--- config.mk ---
export PLATFORM = sky130hd
export DESIGN_NAME = btff_controller
export DESIGN_NICKNAME = d
export VERILOG_FILES = /design/src/hdl/btff_pkg.sv /design/src/hdl/btff_controller.sv
export VERILOG_INCLUDE_DIRS = /design/src /design/src/hdl
export SDC_FILE = /design/constraint.sdc
export NUM_CORES = 1
export LEC_CHECK = 0
export BUFFER_PORTS_ARGS = -buffer_cell sky130_fd_sc_hd__buf_2
export CAP_MARGIN = 15
export CORE_ASPECT_RATIO = 2
export CORE_UTILIZATION = 33
export DETAILED_ROUTE_END_ITERATION = 16
export GPL_TIMING_DRIVEN = 1
export SYNTH_ARGS = -nofsm -noshare
export SYNTH_HDL_FRONTEND = slang
export SYNTH_SLANG_ARGS = --single-unit
--- constraint.sdc ---
create_clock -name clk -period 1.8 [get_ports clk]
set_input_delay 0.27 -clock clk [delete_from_list [all_inputs] [get_ports clk]]
set_output_delay 0.27 -clock clk [all_outputs]
set_load 0.01 [all_outputs]
--- src/hdl/boundary_tag_first_fit_allocator_assert.svh ---
// Assertion macros used by the allocator controller.
`ifndef BOUNDARY_TAG_FIRST_FIT_ALLOCATOR_ASSERT_SVH
`define BOUNDARY_TAG_FIRST_FIT_ALLOCATOR_ASSERT_SVH
`ifndef SYNTH
`define BTFF_ASSERT(lbl, clk, rstn, prop, msg) \
    lbl: assert property (@(posedge clk) disable iff (!rstn) prop) else $error(msg);
`define BTFF_NEVER(lbl, clk, rstn, expr, msg) \
    lbl: assert property (@(posedge clk) disable iff (!rstn) !(expr)) else $error(msg);
`else
`define BTFF_ASSERT(lbl, clk, rstn, prop, msg)
`define BTFF_NEVER(lbl, clk, rstn, expr, msg)
`endif
`endif

--- src/hdl/btff_pkg.sv ---
// Package with sizes, codes and interface types of the boundary tag allocator.
`timescale 1ns / 1ps
package btff_pkg;

    localparam int HEAP_BYTES      = 4096;
    localparam int TAG_WORDS       = HEAP_BYTES / 8;
    localparam int WIDX_W          = $clog2(TAG_WORDS);
    localparam int WCNT_W          = WIDX_W + 1;
    localparam int TAG_W           = $clog2(HEAP_BYTES + 1) + 1;
    localparam int SZW_W           = TAG_W - 3;
    localparam int REQ_W           = 13;
    localparam int NEED_W          = REQ_W - 2;
    localparam int CMP_W           = (NEED_W > SZW_W) ? NEED_W : SZW_W;
    localparam int SUM_W           = CMP_W + 1;
    localparam int ADDR_W          = 32;
    localparam int PADDR_W         = 3;
    localparam int MIN_SPLIT_WORDS = 3;

    typedef enum logic [4:0] {
        ST_INIT, ST_IH, ST_IT, ST_IDLE, ST_FAIL, ST_RD, ST_CHK,
        ST_AH, ST_AT, ST_A2H, ST_A2T, ST_FH, ST_FT, ST_RNX, ST_CNX,
        ST_MH, ST_MT, ST_PREV, ST_RPT, ST_CPT, ST_RP, ST_CP, ST_PH, ST_PT
    } state_t;

    typedef enum logic [3:0] {
        DP_NOP, DP_INIT, DP_START, DP_ADV, DP_FIT, DP_REST,
        DP_BLK, DP_NX, DP_PS, DP_PREV
    } dp_op_t;

    typedef enum logic [1:0] {
        RA_W, RA_NX, RA_PT, RA_P
    } rd_sel_t;

    typedef enum logic {
        WA_HEAD, WA_TAIL
    } wr_sel_t;

    typedef enum logic {
        OP_ALLOC = 1'b0,
        OP_FREE  = 1'b1
    } opcode_t;

    typedef struct packed {
        dp_op_t  op;
        rd_sel_t rd_sel;
        logic    wr_en;
        wr_sel_t wr_sel;
        logic    wr_used;
        logic    finish;
        logic    grant;
        logic    with_addr;
    } cmd_t;

    typedef struct packed {
        logic addr_ok;
        logic sane;
        logic fits;
        logic at_end;
        logic rd_used;
        logic w_lt_tgt;
        logic w_eq_tgt;
        logic nx_in;
        logic nx_sane;
        logic w_zero;
        logic ps_ok;
        logic p_match;
        logic split;
    } status_t;

endpackage

--- src/hdl/btff_controller.sv ---
// Controller: sequences the tag walks, splits and merges of each request.
`timescale 1ns / 1ps
`include "boundary_tag_first_fit_allocator_assert.svh"
module btff_controller (
    input  logic               clk,
    input  logic               rst_n,
    input  logic               start,
    input  logic               opcode,
    input  btff_pkg::status_t  status,
    output btff_pkg::cmd_t     cmd,
    output logic               busy
);

    btff_pkg::state_t state_reg, state_next;
    logic             op_reg, op_next;

    always_ff @(posedge clk or negedge rst_n)
    begin
        if (!rst_n)
        begin
            state_reg <= btff_pkg::ST_INIT;
            op_reg    <= 1'b0;
        end
        else
        begin
            state_reg <= state_next;
            op_reg    <= op_next;
        end
    end

    always_comb
    begin
        state_next    = state_reg;
        op_next       = op_reg;
        cmd.op        = btff_pkg::DP_NOP;
        cmd.rd_sel    = btff_pkg::RA_W;
        cmd.wr_en     = 1'b0;
        cmd.wr_sel    = btff_pkg::WA_HEAD;
        cmd.wr_used   = 1'b0;
        cmd.finish    = 1'b0;
        cmd.grant     = 1'b0;
        cmd.with_addr = 1'b0;
        case (state_reg)
            // After reset one free block covering the heap is written.
            btff_pkg::ST_INIT:
            begin
                cmd.op     = btff_pkg::DP_INIT;
                state_next = btff_pkg::ST_IH;
            end
            btff_pkg::ST_IH:
            begin
                cmd.wr_en  = 1'b1;
                state_next = btff_pkg::ST_IT;
            end
            btff_pkg::ST_IT:
            begin
                cmd.wr_en  = 1'b1;
                cmd.wr_sel = btff_pkg::WA_TAIL;
                state_next = btff_pkg::ST_IDLE;
            end
            btff_pkg::ST_IDLE:
            begin
                if (start)
                begin
                    cmd.op  = btff_pkg::DP_START;
                    op_next = opcode;
                    if (opcode == btff_pkg::OP_FREE && !status.addr_ok)
                    begin
                        state_next = btff_pkg::ST_FAIL;
                    end
                    else
                    begin
                        state_next = btff_pkg::ST_RD;
                    end
                end
            end
            btff_pkg::ST_FAIL:
            begin
                cmd.finish = 1'b1;
                state_next = btff_pkg::ST_IDLE;
            end
            btff_pkg::ST_RD:
            begin
                state_next = btff_pkg::ST_CHK;
            end
            btff_pkg::ST_CHK:
            begin
                if (op_reg == btff_pkg::OP_ALLOC)
                begin
                    if (!status.sane)
                    begin
                        cmd.finish = 1'b1;
                        state_next = btff_pkg::ST_IDLE;
                    end
                    else if (status.fits)
                    begin
                        cmd.op     = btff_pkg::DP_FIT;
                        state_next = btff_pkg::ST_AH;
                    end
                    else if (status.at_end)
                    begin
                        cmd.finish = 1'b1;
                        state_next = btff_pkg::ST_IDLE;
                    end
                    else
                    begin
                        cmd.op     = btff_pkg::DP_ADV;
                        state_next = btff_pkg::ST_RD;
                    end
                end
                else
                begin
                    if (status.w_lt_tgt)
                    begin
                        if (!status.sane)
                        begin
                            cmd.finish = 1'b1;
                            state_next = btff_pkg::ST_IDLE;
                        end
                        else
                        begin
                            cmd.op     = btff_pkg::DP_ADV;
                            state_next = btff_pkg::ST_RD;
                        end
                    end
                    else if (!status.w_eq_tgt || !status.rd_used || !status.sane)
                    begin
                        cmd.finish = 1'b1;
                        state_next = btff_pkg::ST_IDLE;
                    end
                    else
                    begin
                        cmd.op     = btff_pkg::DP_BLK;
                        state_next = btff_pkg::ST_FH;
                    end
                end
            end
            btff_pkg::ST_AH:
            begin
                cmd.wr_en   = 1'b1;
                cmd.wr_used = 1'b1;
                state_next  = btff_pkg::ST_AT;
            end
            btff_pkg::ST_AT:
            begin
                cmd.wr_en   = 1'b1;
                cmd.wr_sel  = btff_pkg::WA_TAIL;
                cmd.wr_used = 1'b1;
                if (status.split)
                begin
                    cmd.op     = btff_pkg::DP_REST;
                    state_next = btff_pkg::ST_A2H;
                end
                else
                begin
                    cmd.finish    = 1'b1;
                    cmd.grant     = 1'b1;
                    cmd.with_addr = 1'b1;
                    state_next    = btff_pkg::ST_IDLE;
                end
            end
            btff_pkg::ST_A2H:
            begin
                cmd.wr_en  = 1'b1;
                state_next = btff_pkg::ST_A2T;
            end
            btff_pkg::ST_A2T:
            begin
                cmd.wr_en     = 1'b1;
                cmd.wr_sel    = btff_pkg::WA_TAIL;
                cmd.finish    = 1'b1;
                cmd.grant     = 1'b1;
                cmd.with_addr = 1'b1;
                state_next    = btff_pkg::ST_IDLE;
            end
            btff_pkg::ST_FH:
            begin
                cmd.wr_en  = 1'b1;
                state_next = btff_pkg::ST_FT;
            end
            btff_pkg::ST_FT:
            begin
                cmd.wr_en  = 1'b1;
                cmd.wr_sel = btff_pkg::WA_TAIL;
                state_next = status.nx_in ? btff_pkg::ST_RNX : btff_pkg::ST_PREV;
            end
            btff_pkg::ST_RNX:
            begin
                cmd.rd_sel = btff_pkg::RA_NX;
                state_next = btff_pkg::ST_CNX;
            end
            btff_pkg::ST_CNX:
            begin
                if (status.nx_sane && !status.rd_used)
                begin
                    cmd.op     = btff_pkg::DP_NX;
                    state_next = btff_pkg::ST_MH;
                end
                else
                begin
                    state_next = btff_pkg::ST_PREV;
                end
            end
            btff_pkg::ST_MH:
            begin
                cmd.wr_en  = 1'b1;
                state_next = btff_pkg::ST_MT;
            end
            btff_pkg::ST_MT:
            begin
                cmd.wr_en  = 1'b1;
                cmd.wr_sel = btff_pkg::WA_TAIL;
                state_next = btff_pkg::ST_PREV;
            end
            btff_pkg::ST_PREV:
            begin
                if (status.w_zero)
                begin
                    cmd.finish = 1'b1;
                    cmd.grant  = 1'b1;
                    state_next = btff_pkg::ST_IDLE;
                end
                else
                begin
                    state_next = btff_pkg::ST_RPT;
                end
            end
            btff_pkg::ST_RPT:
            begin
                cmd.rd_sel = btff_pkg::RA_PT;
                state_next = btff_pkg::ST_CPT;
            end
            btff_pkg::ST_CPT:
            begin
                if (status.ps_ok)
                begin
                    cmd.op     = btff_pkg::DP_PS;
                    state_next = btff_pkg::ST_RP;
                end
                else
                begin
                    cmd.finish = 1'b1;
                    cmd.grant  = 1'b1;
                    state_next = btff_pkg::ST_IDLE;
                end
            end
            btff_pkg::ST_RP:
            begin
                cmd.rd_sel = btff_pkg::RA_P;
                state_next = btff_pkg::ST_CP;
            end
            btff_pkg::ST_CP:
            begin
                if (!status.rd_used && status.p_match)
                begin
                    cmd.op     = btff_pkg::DP_PREV;
                    state_next = btff_pkg::ST_PH;
                end
                else
                begin
                    cmd.finish = 1'b1;
                    cmd.grant  = 1'b1;
                    state_next = btff_pkg::ST_IDLE;
                end
            end
            btff_pkg::ST_PH:
            begin
                cmd.wr_en  = 1'b1;
                state_next = btff_pkg::ST_PT;
            end
            btff_pkg::ST_PT:
            begin
                cmd.wr_en  = 1'b1;
                cmd.wr_sel = btff_pkg::WA_TAIL;
                cmd.finish = 1'b1;
                cmd.grant  = 1'b1;
                state_next = btff_pkg::ST_IDLE;
            end
            default:
            begin
                state_next = btff_pkg::ST_INIT;
            end
        endcase
    end

    assign busy = (state_reg != btff_pkg::ST_IDLE);

    `BTFF_NEVER(a_no_write_idle, clk, rst_n, (state_reg == btff_pkg::ST_IDLE) && cmd.wr_en, "tag write while idle")
    `BTFF_ASSERT(a_finish_to_idle, clk, rst_n, cmd.finish |=> (state_reg == btff_pkg::ST_IDLE), "request finished without returning to idle")
    `BTFF_ASSERT(a_accept_busy, clk, rst_n, (start && !busy) |=> busy, "accepted request did not raise busy")

endmodule

==> flow_summary.yaml <==
run_status:
  status: "complete, but fails checks"
  failed_checks: "negative setup slack"
grt:
  overflow: 0
  grt_start_max_net_pins: 16
  grt_use_total_pct: 24.17
  grt_antenna_before_repair: 0
  grt_pass1_wl_microns: 6486
  grt_pass1_vias: 1405
critical_path:
  max_stage_delay_ns: 0.41
  required_ns: 1.53
  worstSetupEndpointType: "output pin"
  setup.worst_path.start_class: "flop"
  crit_cells: 6
  crit_slowest_cell: "dfrtp_1"
  crit_buf_inv: 2
  critPathTopFamily: "flip-flops"
  cp_cell_sequence: "buf_12 -> or3_4 -> a21oi_2 -> nor2_1 -> a31oi_1 -> buf_2"
  cp.arrival_ns: 1.62
  critPathMaxFanout: 6
  critPathKind: "flop to output pin"
  rr_worst_depth: 5
clocking:
  cts_tree: "done"
  clk_path_buf_depth: 2
  clk_pin_slew_ns: 0.03
  clock_latency_ns: 0.22
  clkSinkCount: 6
  root_buffer: "clkbuf_8"
  numCtsBuffers: 3
  htree_levels: 1
sta:
  post-route-period-util_pct: 104.9
  final-setup-viol-count: 5
  hold_ws_ns: 0.3078
  tightest_slew_ns: 0.4105
  rsz0062_at_grt: "yes"
  relSlewSlack_pct: 72.40
  period_needed_ns: 1.887
  worst_slack_ns: -0.08737
  final_max_slew_viol_count: 0
  hold_viol: 0
  max_clock_freq_ghz: 0.5298
  fin_skew_ns: 0.0009588
cells_and_area:
  final_common_cell: "buf_2"
  drive_above_1_share_pct: 47.42
  area_growth_pct: 47.58
  largest_reg_flops: 5
  final_cells: 224
  antenna_cells: 0
  mostFrequentLayoutCells: "29 x buf_2, 24 x buf_4, 11 x nand2_1"
  nets: 213
power_and_ir_drop:
  pwr_density_cell_mw_per_mm2: 1949
  vdd_drop_max_mv: 1.060
  p_leak_nw: 0.6945
route:
  vias: 1399
  viasPerCell: 6.246
  wl_per_cell_microns: 18.38
  drtIter0Drc: 54
  ant_nets: 0
  routed_wl_microns: 4117
  drt_first_pass_iters: 4
  drcViolationCount: 0
logic_synthesis:
  ys_seq_area_share_pct: 14.17
  yosys_warnings: 0
  synth_top_family_by_area: "simple AND/OR/NAND/NOR gates"
  synthesis.area_sq_mm: 0.001060
  synthesis.instances: 142
  synth_xor_area_share_pct: 3.188
  syn_area_per_cell_sq_um: 7.463
  synth_compound_area_share_pct: 29.28
  ys_seq_elements: 6
  async_reset_ff_share_pct: 100.0
  synth_nets: 159
  synth.area.mux_share_pct: 2.952
  synth_edf_count: 0
  ys.flop_type: "dfrtp_1"
  ys_types: 53
  synth_adder_area_share_pct: 0
  synth-simple-area-share_pct: 41.09
job:
  maxCapViolCount: 0
die:
  die_w_microns: 42.07
  die_area_sq_mm: 0.003456
  core_sq_mm: 0.003013
  ios: 30
  initial_core_util_pct: 35.17
  die_h_microns: 82.14
  placementRows: 28
placement:
  port_buffers: 29
  hpwl_microns: 2974
  placed_cells: 208
  place_congestion: 0.9624
min_path:
  hp-class: "input port to flop"
  worstHoldPathCells: 2
-- worst reg2reg max path, cell delays in order (launching register included) --
cell and delay, ns:
dfrtp_2 0.45, buf_4 0.15, buf_4 0.14, o31ai_1 0.40, a211oi_1 0.14, o2111ai_1 0.24
-- worst paths after layout --
path	startpoint	to	slack (ns)
setup / recovery	state_reg[2]	cmd[5]	-0.09
hold / removal	opcode	op_reg	0.31
setup reg to reg	state_reg[0]	state_reg[1]	0.17
hold reg to reg	op_reg	op_reg	0.64
max in group asynchronous	rst_n	state_reg[0]	1.26
min in group asynchronous	rst_n	state_reg[1]	0.39
-- area by class of cell --
| class | count | area (sq um) |
|---|---|---|
| Tap cell | 30 | 37.54 |
| Sequential cell | 6 | 155.1 |
| Inverter | 4 | 18.77 |
| Fill cell | 292 | 1449 |
| Multi-Input combinational cell | 121 | 878.3 |
| Clock buffer | 3 | 41.29 |
| Timing Repair Buffer | 60 | 432.9 |
-- synth_stat cells, types with 2 or more instances --
| cell type | count | area [sq um] |
|---|---|---|
| and3_1 | 3 | 18.77 |
| o32a_1 | 2 | 20.02 |
| buf_6 | 3 | 33.78 |
| nor3_1 | 2 | 10.01 |
| dfrtp_1 | 6 | 150.1 |
| a32oi_1 | 2 | 17.52 |
| o21ai_0 | 6 | 30.03 |
| buf_2 | 4 | 20.02 |
| a22oi_1 | 2 | 15.01 |
| a21oi_1 | 7 | 35.03 |
| nor2_2 | 2 | 12.51 |
| buf_4 | 4 | 30.03 |
| nand2_1 | 12 | 45.04 |
| inv_1 | 4 | 15.01 |
| nor2_1 | 11 | 41.29 |
| o22ai_1 | 2 | 12.51 |
| and2b_2 | 2 | 17.52 |
| nand4b_1 | 2 | 17.52 |
| o211ai_1 | 3 | 22.52 |
| nand3_1 | 6 | 30.03 |
| o21ai_1 | 2 | 10.01 |
| nor2b_1 | 7 | 43.79 |
| or3_1 | 2 | 12.51 |
| o31ai_1 | 2 | 15.01 |
| a21o_1 | 2 | 15.01 |
| mux2i_1 | 2 | 20.02 |
| nand4_1 | 5 | 31.28 |
| and2_1 | 3 | 18.77 |
| nand2b_1 | 7 | 43.79 |
| a31oi_1 | 2 | 12.51 |
-- stage by stage --
step | power [mW] | TNS [ns] | setup slack [ns] | area, sq um | utilization, %
2_1_floorplan | 1.666 | 0 | 0.2297 | 1060 | -
3_3_place_gp | 2.289 | 0 | 0.1309 | 1306 | 43.36
3_5_place_dp | 2.322 | 0 | 0.09152 | 1306 | 43.36
4_1_cts | 2.832 | -0.1697 | -0.05870 | 1493 | 49.54
5_1_grt | 3.269 | -0.8134 | -0.1518 | 1564 | 51.91
6_report | 3.048 | -0.3179 | -0.08737 | 1564 | 51.91
-- report_power, final --
group	internal (mW)	switching [mW]
sequential	0.219	0.137
combinational	1.23	1.27
clock	0.143	0.0497
total	1.59	1.45
-- cell families after synthesis --
family | after synthesis
flip-flops | 6
buffers and inverters | 15
multiplexers | 3
AND/OR/NAND/NOR | 72
XOR/XNOR | 3
AO/OA/AOI/OAI | 43
-- per-layer routing --
metal  up-vias  share of wire, %  global-route usage [%]
li1        641                 -                       -
met1       679                37                   24.67
met2        61                56                   45.47
met3        18               3.3                   3.696
met4         0               3.8                   14.37
met5         -                 0                       0
-- timing repair --
action	4_1_cts	5_1_grt
hold endpoints to repair	6	0
buffers inserted	9	2
gates resized for setup	15	12
pin swaps	6	5
gates cloned	1	0
hold buffers	1	0
endpoints found under the setup margin	7	10
No activity file was read; power rests on OpenSTA's default activity.
